--- src/hw/rtl/stepper_seek_ramp_controller_unit_macros.svh ---
// assertion macros for the stepper seek ramp controller
`ifndef STEPPER_SEEK_RAMP_CONTROLLER_UNIT_MACROS_SVH
`define STEPPER_SEEK_RAMP_CONTROLLER_UNIT_MACROS_SVH

// same-cycle implication, checked out of reset
`define SSRC_ASSERT_SAME(name, ante, cons, msg) \
    name: assert property (@(posedge clk) disable iff (!rst_n) (ante) |-> (cons)) \
        else $error(msg);

// next-cycle implication, checked out of reset
`define SSRC_ASSERT_NEXT(name, ante, cons, msg) \
    name: assert property (@(posedge clk) disable iff (!rst_n) (ante) |=> (cons)) \
        else $error(msg);

`endif

--- src/hw/rtl/ssrc_pkg.sv ---
// shared constants, types and the coil pattern table of the stepper seek ramp controller
`default_nettype none

package ssrc_pkg;

    // position counter width and ramp length
    localparam int POS_BITS   = 16;
    localparam int RAMP_STEPS = 20;

    // field and register widths
    localparam int SPR_W   = 16;
    localparam int PER_W   = 24;
    localparam int MODE_W  = 3;
    localparam int VAL_W   = 17;
    localparam int COIL_W  = 4;
    localparam int OPOS_W  = 16;
    localparam int WAIT_W  = 28;
    localparam int CFG_W   = 24;
    localparam int CFG_IDX_W = 1;

    // derived widths
    localparam int SW      = POS_BITS + 1;
    localparam int CW      = (SW > VAL_W) ? SW : VAL_W;
    localparam int IDX_W   = $clog2(RAMP_STEPS);
    localparam int COEF    = 10 * RAMP_STEPS;
    localparam int COEF_W  = $clog2(COEF + 1);
    localparam int PROD_W  = PER_W + COEF_W;
    localparam int DIV_DW  = VAL_W;
    localparam int DIV_VW  = CW;

    // reciprocal of the ramp length, exact floor division of any ramp product
    localparam int RECIP_SH = PROD_W + $clog2(RAMP_STEPS);
    localparam int RECIP_W  = PROD_W + 1;
    localparam int QP_W     = PROD_W + RECIP_W;
    localparam logic [RECIP_W-1:0] RECIP =
        RECIP_W'(((64'd1 << RECIP_SH) + 64'(RAMP_STEPS - 1)) / 64'(RAMP_STEPS));

    // register indexes of the configuration port
    localparam logic [CFG_IDX_W-1:0] REG_STEPS_PER_REV = 1'b0;
    localparam logic [CFG_IDX_W-1:0] REG_BASE_PERIOD   = 1'b1;

    typedef enum logic [MODE_W-1:0] {
        MODE_TICK   = 3'd0,
        MODE_SEEK   = 3'd1,
        MODE_ROTATE = 3'd2,
        MODE_ZERO   = 3'd3,
        MODE_POWER  = 3'd4
    } mode_t;

    typedef enum logic [1:0] {
        RAMP_NONE  = 2'd0,
        RAMP_ACCEL = 2'd1,
        RAMP_DECEL = 2'd2
    } ramp_t;

    typedef enum logic [2:0] {
        ST_IDLE,
        ST_EXEC,
        ST_STEP,
        ST_MUL,
        ST_SPD,
        ST_DIV,
        ST_FIX,
        ST_DONE
    } st_t;

    // divider request and response
    typedef struct packed {
        logic              start;
        logic [DIV_DW-1:0] dividend;
        logic [DIV_VW-1:0] divisor;
    } div_req_t;

    typedef struct packed {
        logic              done;
        logic [DIV_VW-1:0] remainder;
    } div_rsp_t;

    // half-step coil pattern, bit0 drives the first coil
    function automatic logic [COIL_W-1:0] coil_pattern(input logic [2:0] ph);
        logic [COIL_W-1:0] c;
        unique case (ph)
            3'd0: c = 4'h1;
            3'd1: c = 4'h9;
            3'd2: c = 4'h8;
            3'd3: c = 4'hC;
            3'd4: c = 4'h4;
            3'd5: c = 4'h6;
            3'd6: c = 4'h2;
            3'd7: c = 4'h3;
        endcase
        return c;
    endfunction

endpackage

`default_nettype wire

--- src/hw/rtl/ssrc_cmd_if.sv ---
// command channel: mode, value and power flag with valid/ready
`default_nettype none

interface ssrc_cmd_if
    import ssrc_pkg::*;
();
    logic                    valid;
    logic                    ready;
    logic [MODE_W-1:0]       mode;
    logic signed [VAL_W-1:0] value;
    logic                    power_on;

    modport source (output valid, output mode, output value, output power_on, input ready);
    modport sink   (input valid, input mode, input value, input power_on, output ready);
endinterface

`default_nettype wire

--- src/hw/rtl/ssrc_res_if.sv ---
// result channel: coil drive, position, step flag, wait and arrival flag with valid/ready
`default_nettype none

interface ssrc_res_if
    import ssrc_pkg::*;
();
    logic              valid;
    logic              ready;
    logic [COIL_W-1:0] coils;
    logic [OPOS_W-1:0] position;
    logic              stepped;
    logic [WAIT_W-1:0] wait_us;
    logic              ready_res;

    modport source (output valid, output coils, output position, output stepped,
                    output wait_us, output ready_res, input ready);
    modport sink   (input valid, input coils, input position, input stepped,
                    input wait_us, input ready_res, output ready);
endinterface

`default_nettype wire

--- src/hw/rtl/ssrc_div.sv ---
// bit-serial restoring divider, one quotient bit per cycle
`default_nettype none

module ssrc_div
    import ssrc_pkg::*;
(
    input  wire logic     clk,
    input  wire logic     rst_n,
    input  wire div_req_t req,
    output div_rsp_t      rsp
);

    localparam int CNT_W = $clog2(DIV_DW + 1);

    logic [DIV_VW-1:0] rem_reg, rem_next;
    logic [DIV_VW-1:0] dvs_reg, dvs_next;
    logic [DIV_DW-1:0] quo_reg, quo_next;
    logic [CNT_W-1:0]  cnt_reg, cnt_next;
    logic              busy_reg, busy_next;
    logic              done_reg, done_next;
    logic [DIV_VW:0]   trial;
    logic              fits;

    // trial subtraction of the shifted partial remainder
    assign trial = {rem_reg, quo_reg[DIV_DW-1]};
    assign fits  = trial >= {1'b0, dvs_reg};

    always_comb
    begin
        rem_next  = rem_reg;
        dvs_next  = dvs_reg;
        quo_next  = quo_reg;
        cnt_next  = cnt_reg;
        busy_next = busy_reg;
        done_next = 1'b0;
        if (req.start)
        begin
            busy_next = 1'b1;
            cnt_next  = CNT_W'(DIV_DW);
            rem_next  = '0;
            quo_next  = req.dividend;
            dvs_next  = req.divisor;
        end
        else if (busy_reg)
        begin
            rem_next = fits ? DIV_VW'(trial - {1'b0, dvs_reg}) : trial[DIV_VW-1:0];
            quo_next = {quo_reg[DIV_DW-2:0], fits};
            cnt_next = cnt_reg - CNT_W'(1);
            if (cnt_reg == CNT_W'(1))
            begin
                busy_next = 1'b0;
                done_next = 1'b1;
            end
        end
    end

    // control registers
    always_ff @(posedge clk or negedge rst_n)
    begin
        if (!rst_n)
        begin
            busy_reg <= 1'b0;
            done_reg <= 1'b0;
            cnt_reg  <= '0;
        end
        else
        begin
            busy_reg <= busy_next;
            done_reg <= done_next;
            cnt_reg  <= cnt_next;
        end
    end

    // datapath registers
    always_ff @(posedge clk)
    begin
        rem_reg <= rem_next;
        dvs_reg <= dvs_next;
        quo_reg <= quo_next;
    end

    assign rsp.done      = done_reg;
    assign rsp.remainder = rem_reg;

endmodule

`default_nettype wire

--- src/hw/rtl/stepper_seek_ramp_controller_unit.sv ---
// top level of the half-step stepper controller with seek, rotate and a linear speed ramp
`default_nettype none
`include "stepper_seek_ramp_controller_unit_macros.svh"

// One command is taken at a time and gives exactly one result. A rotate
// waits in ST_DIV while the bit-serial divider reduces the 17-bit goal
// modulo the steps per revolution, one quotient bit per cycle, and ST_FIX
// then turns the truncating remainder into the goal. A tick that lands inside
// the acceleration or deceleration ramp passes ST_STEP, ST_MUL (a multiply for
// the ramp weight) and ST_SPD (a multiply by the reciprocal of the ramp length),
// a tick at full speed passes ST_STEP only, and a tick with no distance left,
// seek, zero, power and the spare codes go from ST_EXEC to ST_DONE. The
// sequencer then returns to ST_IDLE before the next transfer, and a result
// still held in the output register delays the next result until it has been
// taken. The command channel is ready again as soon as the sequencer is idle,
// even while the previous result still waits in the output register. The configuration port writes
// steps_per_rev (index 0) and base_period_us (index 1) and must only be used while no command is in flight.
module stepper_seek_ramp_controller_unit
    import ssrc_pkg::*;
(
    input  wire logic                 clk,
    input  wire logic                 rst_n,
    ssrc_cmd_if.sink                  cmd,
    ssrc_res_if.source                res,
    input  wire logic                 cfg_we,
    input  wire logic [CFG_IDX_W-1:0] cfg_index,
    input  wire logic [CFG_W-1:0]     cfg_data
);

    // sequencer and latched command
    st_t                     state_reg, state_next;
    mode_t                   mode_reg, mode_next;
    logic signed [VAL_W-1:0] value_reg, value_next;
    logic                    power_reg, power_next;

    // configuration
    logic [SPR_W-1:0] spr_reg;
    logic [PER_W-1:0] per_reg;

    // motor state
    logic [2:0]          phase_reg, phase_next;
    logic [POS_BITS-1:0] pos_reg, pos_next;
    logic [POS_BITS-1:0] seek_reg, seek_next;
    logic                rot_act_reg, rot_act_next;
    logic [POS_BITS-1:0] goal_reg, goal_next;
    logic [POS_BITS-1:0] origin_reg, origin_next;
    ramp_t               ramp_reg, ramp_next;
    logic                coils_off_reg, coils_off_next;

    // working registers
    logic                dir_up_reg, dir_up_next;
    logic [POS_BITS-1:0] mag_reg, mag_next;
    logic [IDX_W-1:0]    idx_reg, idx_next;
    logic [PROD_W-1:0]   prod_reg, prod_next;
    logic                stepped_reg, stepped_next;
    logic [WAIT_W-1:0]   wait_reg, wait_next;

    // result register
    logic              res_valid_reg, res_valid_next;
    logic [COIL_W-1:0] res_coils_reg, res_coils_next;
    logic [OPOS_W-1:0] res_pos_reg, res_pos_next;
    logic              res_stepped_reg, res_stepped_next;
    logic [WAIT_W-1:0] res_wait_reg, res_wait_next;
    logic              res_rdy_reg, res_rdy_next;

    // combinational helpers
    logic [CW-1:0]          spr_ext, s_lim, s_full;
    logic [SW-1:0]          s_eff;
    logic [POS_BITS-1:0]    s_m1, half;
    logic [VAL_W-1:0]       val_abs;
    logic [POS_BITS-1:0]    clip_val;
    logic [POS_BITS-1:0]    tgt;
    logic signed [SW-1:0]   diff;
    logic [POS_BITS-1:0]    dmag;
    logic                   dnz, dir_up;
    logic [SW-1:0]          pos_inc;
    logic [POS_BITS-1:0]    up_pos, dn_pos, new_pos;
    logic signed [SW-1:0]   org_diff;
    logic [POS_BITS-1:0]    org_mag;
    logic                   mag_small, org_small;
    logic [COEF_W-1:0]      coef;
    logic [QP_W-1:0]        recip_prod;
    logic [SW-1:0]          rot_rem, rot_t;
    logic                   load_res;
    div_req_t               div_req;
    div_rsp_t               div_rsp;

    // effective revolution length, clamped to [2, 2^POS_BITS]
    assign spr_ext = CW'(spr_reg);
    assign s_lim   = CW'(1) << POS_BITS;
    assign s_full  = (spr_ext < CW'(2)) ? CW'(2) : ((spr_ext > s_lim) ? s_lim : spr_ext);
    assign s_eff   = s_full[SW-1:0];
    assign s_m1    = POS_BITS'(s_eff - SW'(1));
    assign half    = s_eff[SW-1:1];

    // command value: magnitude and clip to the valid positions
    assign val_abs  = value_reg[VAL_W-1] ? VAL_W'($unsigned(-value_reg))
                                         : VAL_W'($unsigned(value_reg));
    assign clip_val = value_reg[VAL_W-1] ? '0
                    : ((CW'($unsigned(value_reg)) >= CW'(s_eff)) ? s_m1
                       : POS_BITS'($unsigned(value_reg)));

    // remaining distance and direction, rotate takes the shorter way
    assign tgt    = rot_act_reg ? goal_reg : seek_reg;
    assign diff   = $signed({1'b0, tgt}) - $signed({1'b0, pos_reg});
    assign dmag   = diff[SW-1] ? POS_BITS'(-diff) : POS_BITS'(diff);
    assign dnz    = (tgt != pos_reg);
    assign dir_up = rot_act_reg ? (diff[SW-1] ? (dmag > half) : (dmag < half))
                                : !diff[SW-1];

    // one step with wrap, stale positions fold back into range
    assign pos_inc = {1'b0, pos_reg} + SW'(1);
    assign up_pos  = (pos_inc >= s_eff) ? '0 : pos_inc[POS_BITS-1:0];
    assign dn_pos  = ((pos_reg == '0) || ({1'b0, pos_reg} >= s_eff)) ? s_m1
                                                                       : pos_reg - POS_BITS'(1);
    assign new_pos = dir_up_reg ? up_pos : dn_pos;

    // distance from the ramp origin after the step
    assign org_diff  = $signed({1'b0, origin_reg}) - $signed({1'b0, new_pos});
    assign org_mag   = org_diff[SW-1] ? POS_BITS'(-org_diff) : POS_BITS'(org_diff);
    assign mag_small = 33'(mag_reg) < 33'(RAMP_STEPS);
    assign org_small = 33'(org_mag) < 33'(RAMP_STEPS);

    // ramp weight: i*P + (R-i)*10P = P*(10R - 9i)
    assign coef = COEF_W'(COEF) - COEF_W'(idx_reg) * COEF_W'(9);

    // division of the ramp product by the ramp length through its reciprocal
    assign recip_prod = QP_W'(prod_reg) * QP_W'(RECIP);

    // rotate goal from the truncating remainder
    assign rot_rem = div_rsp.remainder[SW-1:0];
    assign rot_t   = (value_reg[VAL_W-1] && (rot_rem != '0)) ? (s_eff - rot_rem) : rot_rem;

    // divider request: goal modulo the revolution length for rotate
    assign div_req.start    = (state_reg == ST_EXEC) && (mode_reg == MODE_ROTATE);
    assign div_req.dividend = DIV_DW'(val_abs);
    assign div_req.divisor  = DIV_VW'(s_eff);

    ssrc_div u_div (
        .clk   (clk),
        .rst_n (rst_n),
        .req   (div_req),
        .rsp   (div_rsp)
    );

    assign load_res = (state_reg == ST_DONE) && (!res_valid_reg || res.ready);

    // sequencer: next state and datapath updates
    always_comb
    begin
        state_next     = state_reg;
        mode_next      = mode_reg;
        value_next     = value_reg;
        power_next     = power_reg;
        phase_next     = phase_reg;
        pos_next       = pos_reg;
        seek_next      = seek_reg;
        rot_act_next   = rot_act_reg;
        goal_next      = goal_reg;
        origin_next    = origin_reg;
        ramp_next      = ramp_reg;
        coils_off_next = coils_off_reg;
        dir_up_next    = dir_up_reg;
        mag_next       = mag_reg;
        idx_next       = idx_reg;
        prod_next      = prod_reg;
        stepped_next   = stepped_reg;
        wait_next      = wait_reg;

        unique case (state_reg)
            ST_IDLE:
            begin
                if (cmd.valid)
                begin
                    mode_next  = mode_t'(cmd.mode);
                    value_next = cmd.value;
                    power_next = cmd.power_on;
                    state_next = ST_EXEC;
                end
            end
            ST_EXEC:
            begin
                stepped_next = 1'b0;
                wait_next    = '0;
                state_next   = ST_DONE;
                unique case (mode_reg)
                    MODE_TICK:
                    begin
                        dir_up_next = dir_up;
                        mag_next    = dmag;
                        if (dnz)
                        begin
                            state_next = ST_STEP;
                        end
                    end
                    MODE_SEEK:
                    begin
                        seek_next = clip_val;
                        if (rot_act_reg ? (goal_reg != pos_reg) : (clip_val != pos_reg))
                        begin
                            origin_next = pos_reg;
                            ramp_next   = RAMP_ACCEL;
                        end
                    end
                    MODE_ROTATE:
                    begin
                        state_next = ST_DIV;
                    end
                    MODE_ZERO:
                    begin
                        seek_next = clip_val;
                        pos_next  = clip_val;
                    end
                    MODE_POWER:
                    begin
                        coils_off_next = !power_reg;
                    end
                    default:
                    begin
                        state_next = ST_DONE;
                    end
                endcase
            end
            ST_STEP:
            begin
                stepped_next   = 1'b1;
                coils_off_next = 1'b0;
                phase_next     = dir_up_reg ? phase_reg + 3'd1 : phase_reg - 3'd1;
                pos_next       = new_pos;
                if (rot_act_reg && (goal_reg == new_pos))
                begin
                    rot_act_next = 1'b0;
                    seek_next    = new_pos;
                end
                // ramp selection: deceleration first, then acceleration, else full speed
                priority if (mag_small)
                begin
                    ramp_next  = RAMP_DECEL;
                    idx_next   = IDX_W'(mag_reg);
                    state_next = ST_MUL;
                end
                else if ((ramp_reg == RAMP_ACCEL) && org_small)
                begin
                    idx_next   = IDX_W'(org_mag);
                    state_next = ST_MUL;
                end
                else
                begin
                    ramp_next  = RAMP_NONE;
                    wait_next  = WAIT_W'(per_reg);
                    state_next = ST_DONE;
                end
            end
            ST_MUL:
            begin
                prod_next  = PROD_W'(per_reg) * PROD_W'(coef);
                state_next = ST_SPD;
            end
            ST_SPD:
            begin
                wait_next  = WAIT_W'(recip_prod >> RECIP_SH);
                state_next = ST_DONE;
            end
            ST_DIV:
            begin
                if (div_rsp.done)
                begin
                    state_next = ST_FIX;
                end
            end
            ST_FIX:
            begin
                if (rot_t != {1'b0, pos_reg})
                begin
                    rot_act_next = 1'b1;
                    goal_next    = POS_BITS'(rot_t);
                    origin_next  = pos_reg;
                    ramp_next    = RAMP_ACCEL;
                end
                state_next = ST_DONE;
            end
            ST_DONE:
            begin
                if (load_res)
                begin
                    state_next = ST_IDLE;
                end
            end
            default:
            begin
                state_next = ST_IDLE;
            end
        endcase
    end

    // result register loads at the end of a command and frees on transfer
    always_comb
    begin
        res_valid_next   = res_valid_reg;
        res_coils_next   = res_coils_reg;
        res_pos_next     = res_pos_reg;
        res_stepped_next = res_stepped_reg;
        res_wait_next    = res_wait_reg;
        res_rdy_next     = res_rdy_reg;
        if (res_valid_reg && res.ready)
        begin
            res_valid_next = 1'b0;
        end
        if (load_res)
        begin
            res_valid_next   = 1'b1;
            res_coils_next   = coils_off_reg ? '0 : coil_pattern(phase_reg);
            res_pos_next     = OPOS_W'(pos_reg);
            res_stepped_next = stepped_reg;
            res_wait_next    = wait_reg;
            res_rdy_next     = !dnz;
        end
    end

    // control and motor state
    always_ff @(posedge clk or negedge rst_n)
    begin
        if (!rst_n)
        begin
            state_reg     <= ST_IDLE;
            phase_reg     <= '0;
            pos_reg       <= '0;
            seek_reg      <= '0;
            rot_act_reg   <= 1'b0;
            goal_reg      <= '0;
            origin_reg    <= '0;
            ramp_reg      <= RAMP_NONE;
            coils_off_reg <= 1'b0;
            res_valid_reg <= 1'b0;
        end
        else
        begin
            state_reg     <= state_next;
            phase_reg     <= phase_next;
            pos_reg       <= pos_next;
            seek_reg      <= seek_next;
            rot_act_reg   <= rot_act_next;
            goal_reg      <= goal_next;
            origin_reg    <= origin_next;
            ramp_reg      <= ramp_next;
            coils_off_reg <= coils_off_next;
            res_valid_reg <= res_valid_next;
        end
    end

    // configuration registers
    always_ff @(posedge clk or negedge rst_n)
    begin
        if (!rst_n)
        begin
            spr_reg <= SPR_W'(4096);
            per_reg <= PER_W'(1000);
        end
        else if (cfg_we)
        begin
            unique case (cfg_index)
                REG_STEPS_PER_REV: spr_reg <= cfg_data[SPR_W-1:0];
                REG_BASE_PERIOD:   per_reg <= cfg_data[PER_W-1:0];
                default:           spr_reg <= spr_reg;
            endcase
        end
    end

    // payload registers
    always_ff @(posedge clk)
    begin
        mode_reg        <= mode_next;
        value_reg       <= value_next;
        power_reg       <= power_next;
        dir_up_reg      <= dir_up_next;
        mag_reg         <= mag_next;
        idx_reg         <= idx_next;
        prod_reg        <= prod_next;
        stepped_reg     <= stepped_next;
        wait_reg        <= wait_next;
        res_coils_reg   <= res_coils_next;
        res_pos_reg     <= res_pos_next;
        res_stepped_reg <= res_stepped_next;
        res_wait_reg    <= res_wait_next;
        res_rdy_reg     <= res_rdy_next;
    end

    // channel outputs
    assign cmd.ready     = (state_reg == ST_IDLE);
    assign res.valid     = res_valid_reg;
    assign res.coils     = res_coils_reg;
    assign res.position  = res_pos_reg;
    assign res.stepped   = res_stepped_reg;
    assign res.wait_us   = res_wait_reg;
    assign res.ready_res = res_rdy_reg;

    // checks
    `SSRC_ASSERT_NEXT(a_cmd_starts, cmd.valid && cmd.ready, state_reg == ST_EXEC, "transfer did not start the sequencer")
    `SSRC_ASSERT_SAME(a_div_done_expected, div_rsp.done, state_reg == ST_DIV, "divider finished outside its wait state")
    `SSRC_ASSERT_NEXT(a_result_loaded, load_res, res_valid_reg, "finished command left no result")
    `SSRC_ASSERT_SAME(a_step_drives_coils, res_valid_reg && res_stepped_reg, res_coils_reg != '0, "step reported with coils off")

endmodule

`default_nettype wire

--- src/flat_wrapper.sv ---
// flat-port wrapper written by rule: the top's interface ports become plain ports
module stepper_seek_ramp_controller_unit_flat import ssrc_pkg::*;
  (clk, rst_n, cfg_we, cfg_index, cfg_data, cmd_valid, cmd_mode, cmd_value, cmd_power_on, cmd_ready, res_valid, res_coils, res_position, res_stepped, res_wait_us, res_ready_res, res_ready);
  ssrc_cmd_if cmd_i ();
  ssrc_res_if res_i ();
  input  wire logic clk;
  input  wire logic rst_n;
  input  wire logic cfg_we;
  input  wire logic [CFG_IDX_W-1:0] cfg_index;
  input  wire logic [CFG_W-1:0] cfg_data;
  input wire logic [$bits(cmd_i.valid)-1:0] cmd_valid;
  input wire logic [$bits(cmd_i.mode)-1:0] cmd_mode;
  input wire logic [$bits(cmd_i.value)-1:0] cmd_value;
  input wire logic [$bits(cmd_i.power_on)-1:0] cmd_power_on;
  output wire logic [$bits(cmd_i.ready)-1:0] cmd_ready;
  output wire logic [$bits(res_i.valid)-1:0] res_valid;
  output wire logic [$bits(res_i.coils)-1:0] res_coils;
  output wire logic [$bits(res_i.position)-1:0] res_position;
  output wire logic [$bits(res_i.stepped)-1:0] res_stepped;
  output wire logic [$bits(res_i.wait_us)-1:0] res_wait_us;
  output wire logic [$bits(res_i.ready_res)-1:0] res_ready_res;
  input wire logic [$bits(res_i.ready)-1:0] res_ready;
  assign cmd_i.valid = cmd_valid;
  assign cmd_i.mode = cmd_mode;
  assign cmd_i.value = cmd_value;
  assign cmd_i.power_on = cmd_power_on;
  assign cmd_ready = cmd_i.ready;
  assign res_valid = res_i.valid;
  assign res_coils = res_i.coils;
  assign res_position = res_i.position;
  assign res_stepped = res_i.stepped;
  assign res_wait_us = res_i.wait_us;
  assign res_ready_res = res_i.ready_res;
  assign res_i.ready = res_ready;
  stepper_seek_ramp_controller_unit u_core (.clk(clk), .rst_n(rst_n), .cmd(cmd_i), .res(res_i), .cfg_we(cfg_we), .cfg_index(cfg_index), .cfg_data(cfg_data));
endmodule
--- config.mk ---
export PLATFORM = sky130hd
export DESIGN_NAME = stepper_seek_ramp_controller_unit_flat
export DESIGN_NICKNAME = d
export VERILOG_FILES = /design/src/hw/rtl/ssrc_pkg.sv /design/src/hw/rtl/ssrc_cmd_if.sv /design/src/hw/rtl/ssrc_res_if.sv /design/src/hw/rtl/ssrc_div.sv /design/src/hw/rtl/stepper_seek_ramp_controller_unit.sv /design/src/flat_wrapper.sv
export VERILOG_INCLUDE_DIRS = /design/src /design/src/hw/rtl
export SDC_FILE = /design/constraint.sdc
export NUM_CORES = 2
export LEC_CHECK = 0
export BUFFER_PORTS_ARGS = -buffer_cell sky130_fd_sc_hd__buf_2
export CAP_MARGIN = 20
export CORE_UTILIZATION = 60
export DETAILED_ROUTE_END_ITERATION = 8
export PLACE_DENSITY = 0.83
export SYNTH_ARGS = -nofsm -noshare
export SYNTH_HDL_FRONTEND = slang
export SYNTH_SLANG_ARGS = --single-unit
--- constraint.sdc ---
create_clock -name clk -period 9.7 [get_ports clk]
set_input_delay 1.455 -clock clk [delete_from_list [all_inputs] [get_ports clk]]
set_output_delay 1.455 -clock clk [all_outputs]
set_load 0.05 [all_outputs]
==> metrics <==
Worst path slowest cell=or4_1; setup violators final=0; TritonCTS clock tree=built; crit path from=u_core.spr_reg[6]; worst path required time=9.94 ns; Critical path buffers and inverters=3; post-synth top area share=26.07%; Rows=96; Worst Hold Launch=u_core.power_reg; Max-Cap Viols=0; FF-to-FF path depth=32; fraction of registers with async set/reset=37.42%; Filler cells=5445; vias in the first global route=33580; Bufs on Longest Clock Path=3; # nets final=5487; # DRC=0; WS Path Type=flip-flop to flip-flop; number of flip-flops in the largest register=32; area of the die=0.07158 mm2; Levels on crit path=32; Clock Latency Late Sink=0.59 ns; CTS Buf Count=39; Hold WC Path Type=flip-flop to flip-flop; iteration-0 DRC count of the detailed router=3076; share of layout cells above drive strength 1=8.073%; ranking of synthesized cells by area=fa_1, ha_1, edfxtp_1; grt ovf=0; CORE AREA=0.06919 mm2; starting density of the core=61.15%; DRT Pass-1 Iters=6; CTS Hold Buffers Added=0; Synth Flop Type=edfxtp_1; largest family of logic cells by synthesized area=adder cells; remaining antenna violation count=0; Min-Delay Path Depth=1; mux cell area share after synthesis=2.848%; clk_skew=0.03780 ns; width of the die=267.6 um; relative slew slack=19.79%; I/O pins=103; CTS H-Tree Depth=2; Compound-Gate Fraction of Synth Area=9.797%; vias per inst=6.115; Synth Area in Adders=41.74%; Layout area overhead=6.967%; post-CTS setup buffer count=0; syn_nets=5430; reg2reg start=u_core.spr_reg[6]; Slew Viols, Final=0; reg2reg setup slack=0.49 ns; status=completed; final number of hold-violating endpoints=0; gr usage total=37.52%; distinct cell type count after synthesis=104; Worst path top cell family by delay=simple AND/OR/NAND/NOR gates; Simple-Gate Fraction of Synth Area=10.79%; Crit path largest cell delay=0.57 ns; vias after detailed routing=32520; Fmax=0.1085 GHz; #FFs+latches synth=326; yosys synthesis warning count=0; PortBufs=102; die height=267.6 um; post-DP HPWL=105700 um; drt total wl=131300 um; Seq/Total Area, Yosys=21.31%; minimum clock period=9.213 ns; xor/xnor share of the synthesized area=4.291%; RD Place Congestion=1.009; Avg Cell Area, Syn=9.844 um2; first-pass GRT wire length=198200 um; crit share post-route=94.98%; largest net degree at the start of global routing=68; Cells after Synth=4298; Critical Path AT=9.45 ns; # resized after CTS=0; RSZ-0062 raised after global routing=no; antenna violations before repair=2; Worst Path Max Fanout=28; number of synthesized flops with an enable pin=187; clock sinks=326; clock-pin slew on the worst setup and hold paths=0.06 ns; Worst-Margin Slew=1.192 ns; Critical Path Source Type=flip-flop; largest area contributor in the netlist=fa_1; CP endpoint kind=flip-flop; Avg WL per Cell=24.70 um; Synth Cell Area=0.04231 mm2; clk root buf=clkbuf_16; TNS Setup=0 ns
-- path summary, 6_finish.rpt --
| kind | endpoint |
|---|---|
| setup / recovery | u_core.wait_reg[18] |
| hold / removal | u_core.coils_off_reg |
| setup reg to reg | u_core.wait_reg[18] |
| hold reg to reg | u_core.coils_off_reg |
| max in group asynchronous | u_core.origin_reg[7] |
| min in group asynchronous | u_core.u_div.cnt_reg[1] |
-- layout make-up --
type	instances	area [um2]	area share (%)
clock inverter	20	254.0	0.5612
antenna	1	2.502	0.005529
multi-input combinational	2942	29470	65.12
tap	931	1165	2.574
timing repair buffer	150	880.8	1.946
inverter	896	3363	7.431
clock buffer	51	1104	2.438
sequential	326	9017	19.92
-- Yosys cell counts (6+ instances only) --
| cell | count |
|---|---|
| a211oi_1 | 31 |
| a21boi_0 | 19 |
| a21o_1 | 38 |
| a21oi_1 | 165 |
| a221oi_1 | 6 |
| a22o_1 | 8 |
| a31oi_1 | 10 |
| and2_1 | 72 |
| and3_1 | 24 |
| buf_1 | 9 |
| buf_2 | 8 |
| clkbuf_1 | 113 |
| dfrtp_1 | 115 |
| dfstp_2 | 7 |
| dfxtp_1 | 17 |
| edfxtp_1 | 187 |
| fa_1 | 551 |
| ha_1 | 530 |
| inv_1 | 891 |
| mux2_1 | 10 |
| mux2_2 | 73 |
| mux2i_1 | 27 |
| nand2_1 | 276 |
| nand2b_1 | 36 |
| nand3_1 | 63 |
| nand4_1 | 44 |
| nor2_1 | 199 |
| nor2b_1 | 50 |
| nor3_1 | 56 |
| nor4_1 | 23 |
| o2111ai_1 | 10 |
| o211ai_1 | 13 |
| o21a_1 | 33 |
| o21ai_0 | 153 |
| o21bai_1 | 8 |
| o22ai_1 | 22 |
| o31a_1 | 7 |
| o31ai_1 | 11 |
| o41ai_1 | 7 |
| or2_2 | 8 |
| or3_1 | 26 |
| or4_1 | 13 |
| xnor2_1 | 159 |
| xor2_1 | 43 |
-- placed cells by master, fill, tap and decap left out, drive strengths merged, types with 12 or more instances in the layout --
cell / count
inv: 899
fa: 551
ha: 530
nand2: 278
nor2: 200
edfxtp: 187
a21oi: 165
o21ai: 160
xnor2: 159
buf: 150
dfrtp: 115
mux2: 83
and2: 72
nand3: 63
nor3: 60
clkbuf: 51
nor2b: 50
nand4: 46
xor2: 43
a21o: 38
nand2b: 36
o21a: 33
a211oi: 32
mux2i: 27
or3: 27
and3: 26
nor4: 23
a21boi: 23
o22ai: 22
dfxtp: 17
o211ai: 14
or4: 14
o31ai: 12
a31oi: 12
-- layer usage --
metal  vias up  track usage [%]  routed length [um]
met2      1830            59.92               59430
li1      14220                -                   -
met3       503            7.613               12610
met5         -                0                   0
met4         0            22.66                9543
met1     15960            47.10               49740
-- per-stage QoR --
| step | util [%] | worst slack, ns | std cells | hold WS (ns) | instance area, um2 |
|---|---|---|---|---|---|
| after global placement | 63.41 | 0.9361 | 5244 | 0.4033 | 43870 |
| after detailed placement | 63.41 | 0.5956 | 5244 | 0.4054 | 43870 |
| after global routing | 65.41 | 0.06784 | 5316 | 0.4219 | 45260 |
| final | 65.42 | 0.4868 | 5317 | 0.4169 | 45260 |
| after CTS | 65.37 | 0.5353 | 5315 | 0.4175 | 45230 |
| after floorplan | - | 1.638 | 4298 | 0.4003 | 42310 |
-- cells by family (layout without fill, tap and decap cells) --
family / count (synthesis) / after routing
AOI/OAI and AO/OA: 623 / 623
xor gates and xnor gates: 204 / 204
adders and majority gates: 1081 / 1081
buffers and inverters: 1030 / 1117
DFF: 326 / 326
muxes: 110 / 110
other: 0 / 1
and+or+nand+nor: 924 / 924
-- worst reg2reg max path: cells and delay by family, from the launching register on --
kind                     cells  cell delay, ns
AND/OR/NAND/NOR             14            3.49
AO/OA/AOI/OAI               12            3.05
buffers and inverters        3            0.82
adder cells (fa/ha/maj)      2            0.73
flip-flops                   1            0.44
XOR/XNOR                     1            0.34
Power is not shown: default switching activity piles up to over one toggle a cycle in this logic, so the estimate is an artifact.
